**config.mk**
```make
export PLATFORM = sky130hd
export DESIGN_NAME = tlb_page_table_lru_translate_core
export DESIGN_NICKNAME = d
export VERILOG_FILES = /design/src/rtl/tlbpt_pkg.sv /design/src/rtl/tlbpt_ctrl.sv /design/src/rtl/tlbpt_datapath.sv /design/src/rtl/tlb_page_table_lru_translate_core.sv
export SDC_FILE = /design/constraint.sdc
export NUM_CORES = 1
export LEC_CHECK = 0
export ABC_AREA = 1
export BUFFER_PORTS_ARGS = -buffer_cell sky130_fd_sc_hd__buf_2
export CAP_MARGIN = 30
export CORE_MARGIN = 2
export CORE_UTILIZATION = 40
export CTS_CLUSTER_SIZE = 20
export DETAILED_ROUTE_END_ITERATION = 16
export PLACE_DENSITY = 0.61
export SYNTH_ARGS = -nofsm -noshare
export SYNTH_HDL_FRONTEND = slang
export SYNTH_SLANG_ARGS = --single-unit
```
**constraint.sdc**
```tcl
create_clock -name clock -period 11.5 [get_ports clock]
set_clock_uncertainty 0.2 [all_clocks]
set_input_delay 0.575 -clock clock [delete_from_list [all_inputs] [get_ports clock]]
set_output_delay 0.575 -clock clock [all_outputs]
set_load 0.02 [all_outputs]
```
**src/rtl/tlbpt_pkg.sv**
```systemverilog
// ----------------------------------------------------------------------------
// tlbpt_pkg
// Shared sizes, controller states and controller/datapath interface structs
// for the TLB and page-table translation core.
// ----------------------------------------------------------------------------
package tlbpt_pkg;

   // geometry of the translation structures
   localparam int TLB_ENTRIES = 4;
   localparam int PAGE_COUNT  = 16;
   localparam int FRAME_COUNT = 8;
   localparam int PAGE_BYTES  = 256;

   localparam int TLB_W    = $clog2(TLB_ENTRIES);
   localparam int PAGE_W   = $clog2(PAGE_COUNT);
   localparam int FRAME_W  = $clog2(FRAME_COUNT);
   localparam int OFFSET_W = $clog2(PAGE_BYTES);
   localparam int FREE_W   = $clog2(FRAME_COUNT + 1);
   localparam int SCAN_W   = $clog2(PAGE_COUNT + 1);

   localparam int ADDR_W  = 12;
   localparam int PHYS_W  = 11;
   localparam int STAMP_W = 32;
   localparam int COUNT_W = 16;

   // controller states
   typedef enum logic [2:0] {
      ST_IDLE,
      ST_LOOK,
      ST_TABLE,
      ST_SCAN,
      ST_EVICT,
      ST_REFILL,
      ST_DONE
   } state_type;

   // commands from the controller to the datapath
   typedef struct packed {
      logic load;
      logic hit_update;
      logic resident;
      logic take_free;
      logic scan_init;
      logic scan_step;
      logic evict;
      logic refill;
   } cmd_type;

   // status from the datapath to the controller
   typedef struct packed {
      logic tlb_hit;
      logic page_resident;
      logic frame_free;
      logic scan_last;
   } status_type;

endpackage

```
**src/rtl/tlbpt_ctrl.sv**
```systemverilog
// ----------------------------------------------------------------------------
// tlbpt_ctrl
// Sequencer for one translation: lookup, page-table access, LRU scan,
// eviction, TLB refill and result strobe.
// ----------------------------------------------------------------------------
module tlbpt_ctrl
   import tlbpt_pkg::*;
(
   input  logic       clock,
   input  logic       reset,
   input  logic       start,
   input  status_type status,
   output cmd_type    cmd,
   output logic       busy,
   output logic       done
);

   state_type state_ff;
   state_type state_in;

   // state register
   always_ff @(posedge clock) begin
      if (reset) begin
         state_ff <= ST_IDLE;
      end else begin
         state_ff <= state_in;
      end
   end

   // next state and commands
   always_comb begin
      state_in = state_ff;
      cmd      = '0;
      unique case (state_ff)
         ST_IDLE: begin
            if (start) begin
               cmd.load = 1'b1;
               state_in = ST_LOOK;
            end
         end
         ST_LOOK: begin
            if (status.tlb_hit) begin
               cmd.hit_update = 1'b1;
               state_in       = ST_DONE;
            end else begin
               state_in = ST_TABLE;
            end
         end
         ST_TABLE: begin
            if (status.page_resident) begin
               cmd.resident = 1'b1;
               state_in     = ST_REFILL;
            end else if (status.frame_free) begin
               cmd.take_free = 1'b1;
               state_in      = ST_REFILL;
            end else begin
               cmd.scan_init = 1'b1;
               state_in      = ST_SCAN;
            end
         end
         ST_SCAN: begin
            cmd.scan_step = 1'b1;
            if (status.scan_last) begin
               state_in = ST_EVICT;
            end
         end
         ST_EVICT: begin
            cmd.evict = 1'b1;
            state_in  = ST_REFILL;
         end
         ST_REFILL: begin
            cmd.refill = 1'b1;
            state_in   = ST_DONE;
         end
         ST_DONE: begin
            state_in = ST_IDLE;
         end
         default: begin
            state_in = ST_IDLE;
         end
      endcase
   end

   assign busy = (state_ff != ST_IDLE);
   assign done = (state_ff == ST_DONE);

endmodule

```
**src/rtl/tlbpt_datapath.sv**
```systemverilog
// ----------------------------------------------------------------------------
// tlbpt_datapath
// TLB registers, page-table valid bits, frame and stamp memories, LRU scan
// registers, counters and result registers.
// ----------------------------------------------------------------------------
module tlbpt_datapath
   import tlbpt_pkg::*;
(
   input  logic               clock,
   input  logic               reset,
   input  cmd_type            cmd,
   input  logic [ADDR_W-1:0]  addr,
   output status_type         status,
   output logic [PHYS_W-1:0]  phys_addr,
   output logic               tlb_hit,
   output logic               page_fault,
   output logic               evicted,
   output logic [PAGE_W-1:0]  evicted_page,
   output logic [FRAME_W-1:0] frame_used,
   output logic [TLB_W-1:0]   tlb_slot,
   output logic [COUNT_W-1:0] hit_total,
   output logic [COUNT_W-1:0] fault_total
);

   // request and global state
   logic [ADDR_W-1:0]  addr_ff;
   logic [STAMP_W-1:0] time_ff;
   logic [STAMP_W-1:0] time_in;
   logic [COUNT_W-1:0] hit_count_ff;
   logic [COUNT_W-1:0] fault_count_ff;
   logic [FREE_W-1:0]  next_free_ff;

   // tlb entries
   logic [TLB_ENTRIES-1:0] tlb_valid_ff;
   logic [PAGE_W-1:0]      tlb_page_ff  [TLB_ENTRIES];
   logic [FRAME_W-1:0]     tlb_frame_ff [TLB_ENTRIES];
   logic [STAMP_W-1:0]     tlb_stamp_ff [TLB_ENTRIES];

   // page table
   logic [PAGE_COUNT-1:0] table_valid_ff;
   logic [FRAME_W-1:0]    frame_mem [PAGE_COUNT];
   logic [STAMP_W-1:0]    stamp_mem [PAGE_COUNT];
   logic [FRAME_W-1:0]    rd_frame_ff;
   logic [STAMP_W-1:0]    rd_stamp_ff;
   logic [PAGE_W-1:0]     rd_addr;
   logic                  frame_we;
   logic                  stamp_we;
   logic [FRAME_W-1:0]    wr_frame;

   // lru scan
   logic [SCAN_W-1:0]  scan_cnt_ff;
   logic               scan_active_ff;
   logic [STAMP_W-1:0] best_stamp_ff;
   logic [PAGE_W-1:0]  best_page_ff;
   logic [FRAME_W-1:0] best_frame_ff;
   logic               found_ff;
   logic [PAGE_W-1:0]  prev_idx;
   logic               better;

   // result registers
   logic [FRAME_W-1:0] frame_ff;
   logic [TLB_W-1:0]   slot_ff;
   logic               hit_ff;
   logic               fault_ff;
   logic               ev_ff;
   logic [PAGE_W-1:0]  ev_page_ff;

   // lookup and victim selection
   logic [PAGE_W-1:0]   page;
   logic                hit;
   logic [TLB_W-1:0]    hit_slot;
   logic                any_invalid;
   logic [TLB_W-1:0]    free_slot;
   logic [TLB_W-1:0]    lru_slot;
   logic [STAMP_W-1:0]  lru_stamp;
   logic [TLB_W-1:0]    victim_slot;

   assign page    = addr_ff[OFFSET_W +: PAGE_W];
   assign time_in = time_ff + STAMP_W'(1);

   // fully associative compare, lowest index wins
   always_comb begin
      hit      = 1'b0;
      hit_slot = '0;
      for (int i = TLB_ENTRIES - 1; i >= 0; i--) begin
         if (tlb_valid_ff[i] && (tlb_page_ff[i] == page)) begin
            hit      = 1'b1;
            hit_slot = TLB_W'(i);
         end
      end
   end

   // refill victim: lowest invalid entry, else oldest stamp
   always_comb begin
      any_invalid = 1'b0;
      free_slot   = '0;
      for (int i = TLB_ENTRIES - 1; i >= 0; i--) begin
         if (!tlb_valid_ff[i]) begin
            any_invalid = 1'b1;
            free_slot   = TLB_W'(i);
         end
      end
      lru_slot  = '0;
      lru_stamp = tlb_stamp_ff[0];
      for (int i = 1; i < TLB_ENTRIES; i++) begin
         if (tlb_stamp_ff[i] < lru_stamp) begin
            lru_slot  = TLB_W'(i);
            lru_stamp = tlb_stamp_ff[i];
         end
      end
      victim_slot = any_invalid ? free_slot : lru_slot;
   end

   // scan compare on the entry read in the previous cycle
   assign prev_idx = scan_cnt_ff[PAGE_W-1:0] - PAGE_W'(1);
   assign better   = table_valid_ff[prev_idx] &&
                     (!found_ff || (rd_stamp_ff < best_stamp_ff));

   // page table memories, one write and one read address
   assign rd_addr  = scan_active_ff ? scan_cnt_ff[PAGE_W-1:0] : page;
   assign frame_we = cmd.take_free || cmd.evict;
   assign stamp_we = cmd.hit_update || cmd.resident || cmd.take_free || cmd.evict;
   assign wr_frame = cmd.take_free ? next_free_ff[FRAME_W-1:0] :
                     (found_ff ? best_frame_ff : '0);

   always_ff @(posedge clock) begin
      if (frame_we) begin
         frame_mem[page] <= wr_frame;
      end
      if (stamp_we) begin
         stamp_mem[page] <= time_ff;
      end
      rd_frame_ff <= frame_mem[rd_addr];
      rd_stamp_ff <= stamp_mem[rd_addr];
   end

   // control state: counters, valid bits, scan progress
   always_ff @(posedge clock) begin
      if (reset) begin
         time_ff        <= '0;
         hit_count_ff   <= '0;
         fault_count_ff <= '0;
         next_free_ff   <= '0;
         tlb_valid_ff   <= '0;
         table_valid_ff <= '0;
         scan_cnt_ff    <= '0;
         scan_active_ff <= 1'b0;
         found_ff       <= 1'b0;
      end else begin
         if (cmd.load) begin
            time_ff <= time_in;
         end
         if (cmd.hit_update && (hit_count_ff != '1)) begin
            hit_count_ff <= hit_count_ff + COUNT_W'(1);
         end
         if ((cmd.take_free || cmd.scan_init) && (fault_count_ff != '1)) begin
            fault_count_ff <= fault_count_ff + COUNT_W'(1);
         end
         if (cmd.take_free) begin
            next_free_ff             <= next_free_ff + FREE_W'(1);
            table_valid_ff[page]     <= 1'b1;
         end
         if (cmd.scan_init) begin
            scan_cnt_ff    <= '0;
            scan_active_ff <= 1'b1;
            found_ff       <= 1'b0;
         end
         if (cmd.scan_step) begin
            scan_cnt_ff <= scan_cnt_ff + SCAN_W'(1);
            if (scan_cnt_ff == SCAN_W'(PAGE_COUNT)) begin
               scan_active_ff <= 1'b0;
            end
            if ((scan_cnt_ff != '0) && better) begin
               found_ff <= 1'b1;
            end
         end
         // eviction drops the victim from the table and the tlb
         if (cmd.evict) begin
            table_valid_ff[page] <= 1'b1;
            if (found_ff) begin
               table_valid_ff[best_page_ff] <= 1'b0;
               for (int i = 0; i < TLB_ENTRIES; i++) begin
                  if (tlb_page_ff[i] == best_page_ff) begin
                     tlb_valid_ff[i] <= 1'b0;
                  end
               end
            end
         end
         if (cmd.refill) begin
            tlb_valid_ff[victim_slot] <= 1'b1;
         end
      end
   end

   // payload: tlb contents, scan best, result fields
   always_ff @(posedge clock) begin
      if (cmd.load) begin
         addr_ff    <= addr;
         hit_ff     <= 1'b0;
         fault_ff   <= 1'b0;
         ev_ff      <= 1'b0;
         ev_page_ff <= '0;
      end
      if (cmd.hit_update) begin
         hit_ff                 <= 1'b1;
         slot_ff                <= hit_slot;
         frame_ff               <= tlb_frame_ff[hit_slot];
         tlb_stamp_ff[hit_slot] <= time_ff;
      end
      if (cmd.resident) begin
         frame_ff <= rd_frame_ff;
      end
      if (cmd.take_free) begin
         fault_ff <= 1'b1;
         frame_ff <= next_free_ff[FRAME_W-1:0];
      end
      if (cmd.scan_init) begin
         fault_ff <= 1'b1;
      end
      if (cmd.scan_step && (scan_cnt_ff != '0) && better) begin
         best_stamp_ff <= rd_stamp_ff;
         best_page_ff  <= prev_idx;
         best_frame_ff <= rd_frame_ff;
      end
      if (cmd.evict) begin
         frame_ff   <= wr_frame;
         ev_ff      <= found_ff;
         ev_page_ff <= found_ff ? best_page_ff : '0;
      end
      if (cmd.refill) begin
         slot_ff                   <= victim_slot;
         tlb_page_ff[victim_slot]  <= page;
         tlb_frame_ff[victim_slot] <= frame_ff;
         tlb_stamp_ff[victim_slot] <= time_ff;
      end
   end

   // status to the controller
   assign status.tlb_hit       = hit;
   assign status.page_resident = table_valid_ff[page];
   assign status.frame_free    = (next_free_ff < FREE_W'(FRAME_COUNT));
   assign status.scan_last     = (scan_cnt_ff == SCAN_W'(PAGE_COUNT));

   // result fields
   assign phys_addr    = PHYS_W'({frame_ff, addr_ff[OFFSET_W-1:0]});
   assign tlb_hit      = hit_ff;
   assign page_fault   = fault_ff;
   assign evicted      = ev_ff;
   assign evicted_page = ev_page_ff;
   assign frame_used   = frame_ff;
   assign tlb_slot     = slot_ff;
   assign hit_total    = hit_count_ff;
   assign fault_total  = fault_count_ff;

endmodule

```
**src/rtl/tlb_page_table_lru_translate_core.sv**
```systemverilog
// ----------------------------------------------------------------------------
// tlb_page_table_lru_translate_core
// Logical to physical translation through a 4-entry fully associative TLB
// and a 16-page demand-paged table over 8 frames, both with LRU replacement.
//
//   channel   ports                       handshake
//   request   req_logical_address         start, accepted when busy is low
//   response  rsp_* (nine fields)         rsp_valid, one-cycle strobe
//
// A TLB hit goes from ST_LOOK to ST_DONE; a miss without eviction also passes
// through ST_TABLE and ST_REFILL. A fault with all frames in use adds ST_SCAN
// and ST_EVICT: the LRU victim search reads the page-table stamp memory one
// entry per cycle over 16 pages.
// Reset is synchronous and clears all valid bits, counters and the time base.
// The response cannot be stalled; busy stays high until the strobe cycle ends.
// ----------------------------------------------------------------------------
module tlb_page_table_lru_translate_core
   import tlbpt_pkg::*;
(
   input  logic               clock,
   input  logic               reset,
   input  logic               start,
   output logic               busy,
   input  logic [ADDR_W-1:0]  req_logical_address,
   output logic               rsp_valid,
   output logic [PHYS_W-1:0]  rsp_physical_address,
   output logic               rsp_tlb_hit,
   output logic               rsp_page_fault,
   output logic               rsp_evicted,
   output logic [PAGE_W-1:0]  rsp_evicted_page,
   output logic [FRAME_W-1:0] rsp_frame_used,
   output logic [TLB_W-1:0]   rsp_tlb_slot,
   output logic [COUNT_W-1:0] rsp_hit_total,
   output logic [COUNT_W-1:0] rsp_fault_total
);

   cmd_type    cmd;
   status_type status;

   // sequencer
   tlbpt_ctrl u_ctrl (
      .clock  (clock),
      .reset  (reset),
      .start  (start),
      .status (status),
      .cmd    (cmd),
      .busy   (busy),
      .done   (rsp_valid)
   );

   // translation datapath
   tlbpt_datapath u_datapath (
      .clock        (clock),
      .reset        (reset),
      .cmd          (cmd),
      .addr         (req_logical_address),
      .status       (status),
      .phys_addr    (rsp_physical_address),
      .tlb_hit      (rsp_tlb_hit),
      .page_fault   (rsp_page_fault),
      .evicted      (rsp_evicted),
      .evicted_page (rsp_evicted_page),
      .frame_used   (rsp_frame_used),
      .tlb_slot     (rsp_tlb_slot),
      .hit_total    (rsp_hit_total),
      .fault_total  (rsp_fault_total)
   );

   // a result transfer only ends a busy period
   assert property (@(posedge clock) disable iff (reset)
      rsp_valid |-> busy)
      else $error("result strobe while idle");

   // an accepted request makes the core busy
   assert property (@(posedge clock) disable iff (reset)
      (start && !busy) |=> (busy && !rsp_valid))
      else $error("accepted request did not start a translation");

   // a tlb hit never faults
   assert property (@(posedge clock) disable iff (reset)
      (rsp_valid && rsp_tlb_hit) |-> !rsp_page_fault)
      else $error("tlb hit reported together with page fault");

   // eviction only happens on a fault
   assert property (@(posedge clock) disable iff (reset)
      (rsp_valid && rsp_evicted) |-> rsp_page_fault)
      else $error("eviction without page fault");

endmodule

```
Word level (Yosys, flattened, before mapping):

Memories as Yosys holds them, arrays and structs flattened. A register that Yosys moved wholly into a read port is not among the register bits.
Cells that the tools add are included.

* memory bits (writable): 716
* input bits: 15
* logic and storage cells: 192
* output and inout bits: 57
* flip-flop bits (word level): 161
* memories kept: 5

Memories
* u_datapath.stamp_mem: words 16, bits a word 32, rd ports 1, clocked after memory_dff 1, wr ports 1, line tlbpt_datapath.sv:42 `logic [STAMP_W-1:0] stamp_mem [PAGE_COUNT];`
* u_datapath.tlb_stamp_ff: words 4, bits a word 32, rd ports 4, clocked after memory_dff 0, wr ports 1, line tlbpt_datapath.sv:37 `logic [STAMP_W-1:0] tlb_stamp_ff [TLB_ENTRIES];`
* u_datapath.frame_mem: words 16, bits a word 3, rd ports 1, clocked after memory_dff 1, wr ports 1, line tlbpt_datapath.sv:41 `logic [FRAME_W-1:0] frame_mem [PAGE_COUNT];`
* u_datapath.tlb_page_ff: words 4, bits a word 4, rd ports 4, clocked after memory_dff 0, wr ports 1, line tlbpt_datapath.sv:35 `logic [PAGE_W-1:0] tlb_page_ff [TLB_ENTRIES];`
* u_datapath.tlb_frame_ff: words 4, bits a word 3, rd ports 1, clocked after memory_dff 0, wr ports 1, line tlbpt_datapath.sv:36 `logic [FRAME_W-1:0] tlb_frame_ff [TLB_ENTRIES];`

* equal/unequal tests: 19
* mux-type cells: 95
* bitwise gates (word level): 5
* add/subtract/negate cells: 6
* reduce and logical (&&, ||, !) cells: 30
* magnitude comparators: 12

Operators by type and width (number)
* less-than comparator 32 bit: 4
* two-way mux 32 bit: 3
* two-way mux 16 bit: 4
* two-way mux 1 bit: 45
* two-way mux 3 bit: 12
* adder 16 x 1 -> 16 bit (second input constant): 2
* adder 32 x 1 -> 32 bit (second input constant): 1
* == test 4 bit: 8
* two-way mux 4 bit: 8
* != test 16 bit (second input constant): 2
* OR 16 bit: 2
* OR reduction 32 bit: 1
* two-way mux 2 bit: 15
* one-hot mux 3 bit (6 select lines): 1
* bitwise AND 16 bit: 1
* NOT 16 bit: 1
* less-than comparator 4 x 5 -> 1 bit (second input constant): 3
* logical AND 1 bit: 13
* two-way mux 5 bit: 2
* == test 3 bit (second input constant): 3
* binary-select mux 1 bit (select 4 bit): 2
* demux 1 bit (select 4 bit): 2
* >= comparator 4 x 1 -> 1 bit (second input constant): 2
* == test 3 x 2 -> 1 bit (second input constant): 2
* other kinds (20): 28

Longest topological paths before layout:

An unclocked memory read counts as a cell.

* word-level depth: 14
* gate-level depth with buffers: 46

By module:

A second synthesis with hierarchy kept.

* cell total of the unflattened synthesis: 3474
* area total of the unflattened synthesis: 39056.2 µm²

By module, submodules not included
* tlbpt_datapath: cells each 3425, times used 1, area an instance 38774.7 µm²
* tlbpt_ctrl: cells each 49, times used 1, area an instance 281.5 µm²

Least setup slack after synthesis:

OpenSTA, ideal clock, no wires.

* kind: reg2reg
* start point: reg u_datapath.scan_cnt_ff[0]
* end point: reg u_datapath.best_frame_ff[0] (enable)
* setup slack: 2.532 ns
* arrival: 8.117 ns
* cell stages (with the launch flop): 11
* required time: 10.649 ns
* setup time: 0.651 ns
* path through: dfxtp_1 > clkbuf_1 > inv_1 > clkbuf_1 > ha_1 > inv_1 > a21oi_1 > a32o_1 > o21ai_0 > a21oi_1 > a2111oi_0

* word-level cells in the longest chain between the ends: 5
* elaborated cells on any way between the ends: 7
* classes of those cells: 1 x add/sub; 2 x mux; 4 x reduce/logical

RTL lines
* start: declaration: line tlbpt_datapath.sv:51 `logic [SCAN_W-1:0] scan_cnt_ff;`
* start signal: assignment: line tlbpt_datapath.sv:169 `scan_cnt_ff <= scan_cnt_ff + SCAN_W'(1);`
* subtractor 4 x 1 -> 4 bit: line tlbpt_datapath.sv:115 `assign prev_idx = scan_cnt_ff[PAGE_W-1:0] - PAGE_W'(1);`
* via u_datapath.prev_idx[0]: line tlbpt_datapath.sv:57 `logic [PAGE_W-1:0] prev_idx;`
* binary-select mux 1 bit (select 4 bit): line tlbpt_datapath.sv:116 `assign better = table_valid_ff[prev_idx] &&`
* two-way mux 1 bit (not written as such): line tlbpt_datapath.sv:116
* logical AND 1 bit: line tlbpt_datapath.sv:116
* logical AND 1 bit: line tlbpt_datapath.sv:220 `if (cmd.scan_step && (scan_cnt_ff != '0) && better) begin`
* end signal: assignment: line tlbpt_datapath.sv:223 `best_frame_ff <= rd_frame_ff;`
* end: declaration: line tlbpt_datapath.sv:55 `logic [FRAME_W-1:0] best_frame_ff;`

The timed path passes the listed nets, and every way through them passes these cells. The select of a mux whose other input is x is not followed.
A chain may end at the register's enable or synchronous reset.

==> metrics.txt <==
GRT Residual Overflow 0; Final Instance Area 0.0443 mm²; commonest non-fill, non-tap cell in the layout edfxtp_1; chip height 317 µm; CTS Buf Count 95; area delta synth->final 13.3%; Rel. slew slack 31.9%; # IOs 72; EDFF count, synth 777; Ant. Diodes 0; dominant synthesized flop cell edfxtp_1; post-synth cell types 53; Final Hold Fails 0; DP Wirelength 50600 µm; async set or reset register ratio after synthesis 0%; Seq cells post-synth 912; non-filler instance count after layout 4874; crit path kind flip-flop to flip-flop; Worst setup EP type flip-flop; Die Width 317 µm; Buf+Inv Stages, Crit Path 1; nets@finish 3663; Core Area 0.0967 mm²; Period minus WS final 8.60 ns; Fmax 116 MHz; Clock Pin Slew Worst Setup and Hold Paths 0.06 ns; CTS sink cnt 912; GRT Overall Usage 18.1%; hold_ws 0.162 ns; CP delay by family, top simple AND/OR/NAND/NOR gates; syn_area_per_cell 11.3 µm²; Routed WL 91100 µm; port buffer count 71; first-pass GRT wire length 140000 µm; Vias/cell 5.17; CTS tree built; post-synthesis instance area 0.0391 mm²; Root Driver clkbuf_16; gpl congestion 0.847; Sum Neg Setup Slack 0 ns; share of layout cells above drive strength 1 9.51%; pwr/cell area 177 mW/mm²; P_leak 16.6 nW; first drt pass iteration count 7; r2r setup slk 2.90 ns; Yosys Warn Count 0; Seq/Total Area, Yosys 66.6%; antenna-violating nets left 0; placed cell area 0.0409 mm²; routed via count 25200; Pwr Total 7.81 mW; Critical Path Most Common Cell nand2_1; VDD IR-drop max 0.000132 V; Slew Viols, Final 0; Final WS setup 2.90 ns; Worst Path Max Fanout 64; clk_lat worst skew 0.65 ns; Critical Path Start Type flip-flop; DRT iter0 DRCs 2349; Die Area 0.100 mm²; Initial Utilization 40.4%; syn_nets 3606; H-tree Lvls 3; cell count after synthesis 3460; Worst path max stage delay 0.80 ns; Setup Buffers After CTS 0; FILL cells 8810; Final Util 45.8%; largest net degree at the start of global routing 235; DP Worst Slack 2.88 ns; most frequent cells in the layout edfxtp_1 (777), inv_1 (489), nand2_1 (457); Worst EP required 11.57 ns; Rows 114; CP arrival 8.67 ns; vias in the first global route 23900; Max Cap Viol 0; placed instance count 4682; Least-Margin Pin Slew 1.02 ns; clk buf depth 3; Hold Path Class input pin to flip-flop; DR WL/cell 18.7 µm; final setup fails 0; setup repair after global routing missed its margin no; post_cts resized 0; status completed; fin crit share 74.7%; initial antenna violation count 0; crit path max-delay cell type nor2_4; DRC 0
==> layout make-up <==
cell class / instances / area (µm²) / area share, %
timing repair buffer: 117 / 836 / 1.89
tap: 1276 / 1600 / 3.61
sequential: 912 / 26000 / 58.8
clock inverter: 63 / 664 / 1.50
multi-input combinational: 1882 / 10700 / 24.1
clock buffer: 115 / 2530 / 5.72
inverter: 509 / 1920 / 4.33
==> flip-flops by register name, summed over array words and instances, names as in the netlist, 4 cells and up <==
| register | cells |
|---|---|
| u_datapath.stamp_mem | 512 |
| u_datapath.frame_mem | 48 |
| u_datapath.hit_total | 16 |
| u_datapath.scan_cnt_ff | 5 |
| u_datapath.table_valid_ff | 16 |
| u_datapath.tlb_page_ff | 16 |
| u_datapath.best_page_ff | 4 |
| u_datapath.rd_stamp_ff | 32 |
| u_datapath.addr_ff | 12 |
| u_datapath.tlb_frame_ff | 12 |
| u_datapath.best_stamp_ff | 32 |
| u_datapath.evicted_page | 4 |
| u_datapath.time_ff | 32 |
| u_datapath.tlb_valid_ff | 4 |
| u_datapath.fault_total | 16 |
| u_datapath.tlb_stamp_ff | 128 |
| u_datapath.next_free_ff | 4 |
==> report_power, final <==
part / internal, mW / switching, mW / total (mW)
Combinational: 0.248 / 0.618 / 0.866
Sequential: 3.72 / 0.0835 / 3.81
Clock: 1.86 / 1.28 / 3.14
==> worst reg2reg max path: cells and delay by family (launching register included) <==
| kind | cells | cell delay (ns) |
|---|---|---|
| buf+inv | 1 | 0.14 |
| compound gates | 9 | 1.86 |
| flops | 1 | 0.39 |
| simple gates | 16 | 4.59 |
| fa+ha+maj | 3 | 1.02 |
==> Yosys cell counts (2+ instances only) <==
| library cell | n | area, µm² |
|---|---|---|
| edfxtp_1 | 777 | 23300 |
| inv_1 | 489 | 1840 |
| nand2_1 | 458 | 1720 |
| a21oi_1 | 328 | 1640 |
| o21ai_0 | 326 | 1630 |
| nor2_1 | 162 | 608 |
| nand3_1 | 156 | 781 |
| clkbuf_1 | 136 | 510 |
| dfxtp_1 | 135 | 2700 |
| ha_1 | 131 | 1640 |
| o211ai_1 | 80 | 601 |
| o221ai_1 | 38 | 333 |
| nor3_1 | 37 | 185 |
| nand4_1 | 19 | 119 |
| inv_2 | 17 | 63.8 |
| o221a_2 | 13 | 146 |
| buf_4 | 11 | 82.6 |
| a211oi_1 | 10 | 75.1 |
| a22oi_1 | 10 | 75.1 |
| xnor2_1 | 10 | 87.6 |
| a31oi_1 | 9 | 56.3 |
| buf_1 | 9 | 33.8 |
| o21ai_1 | 9 | 45.0 |
| nor3b_1 | 8 | 60.1 |
| nor4_1 | 8 | 50.1 |
| nand3_2 | 7 | 70.1 |
| xor2_1 | 7 | 61.3 |
| o21a_1 | 6 | 45.0 |
| nor3_2 | 5 | 50.1 |
| o22ai_1 | 5 | 31.3 |
| a221oi_1 | 4 | 35.0 |
| o2111ai_1 | 4 | 35.0 |
| a2111oi_0 | 3 | 26.3 |
| clkinv_1 | 3 | 11.3 |
| nand2_2 | 3 | 18.8 |
| nor3b_2 | 3 | 37.5 |
| a21o_1 | 2 | 15.0 |
| nor2_2 | 2 | 12.5 |
| nor2_4 | 2 | 22.5 |
| nor3_4 | 2 | 32.5 |
| nor4b_1 | 2 | 17.5 |
| o41ai_1 | 2 | 17.5 |
| or2_2 | 2 | 12.5 |
==> kinds of logic (layout without fill, tap and decap cells) <==
group	after synthesis	count (layout)	share of synthesized area, %
xor gates and xnor gates	17	17	0.381
AOI/OAI and AO/OA	853	853	12.4
and+or+nand+nor	881	881	9.87
DFF	912	912	66.6
adders and majority gates	131	131	4.19
buffers and inverters	666	804	6.52
==> what timing repair did <==
action,4_1_cts,5_1_grt
endpoints found under the setup margin,0,0
hold buffers,12,0
endpoints found under the hold margin,12,0
==> final timing paths <==
check,startpoint,end,depth (start not counted)
worst max-delay path,u_datapath.tlb_stamp_ff[1][31],u_datapath.tlb_stamp_ff[1][12],29
worst min-delay path,start,u_ctrl.state_ff[1],5
worst max register to register,u_datapath.tlb_stamp_ff[1][31],u_datapath.tlb_stamp_ff[1][12],29
worst min register to register,u_datapath.rd_stamp_ff[4],u_datapath.best_stamp_ff[4],0
==> layer usage <==
layer / vias up / wire (µm) / track usage (%)
li1: 12300 / - / -
met1: 12200 / 41500 / 25.2
met2: 611 / 43000 / 29.8
met3: 133 / 4820 / 2.60
met4: 0 / 1800 / 4.66
met5: - / 0 / 0
(Power assumes the default switching activity.)
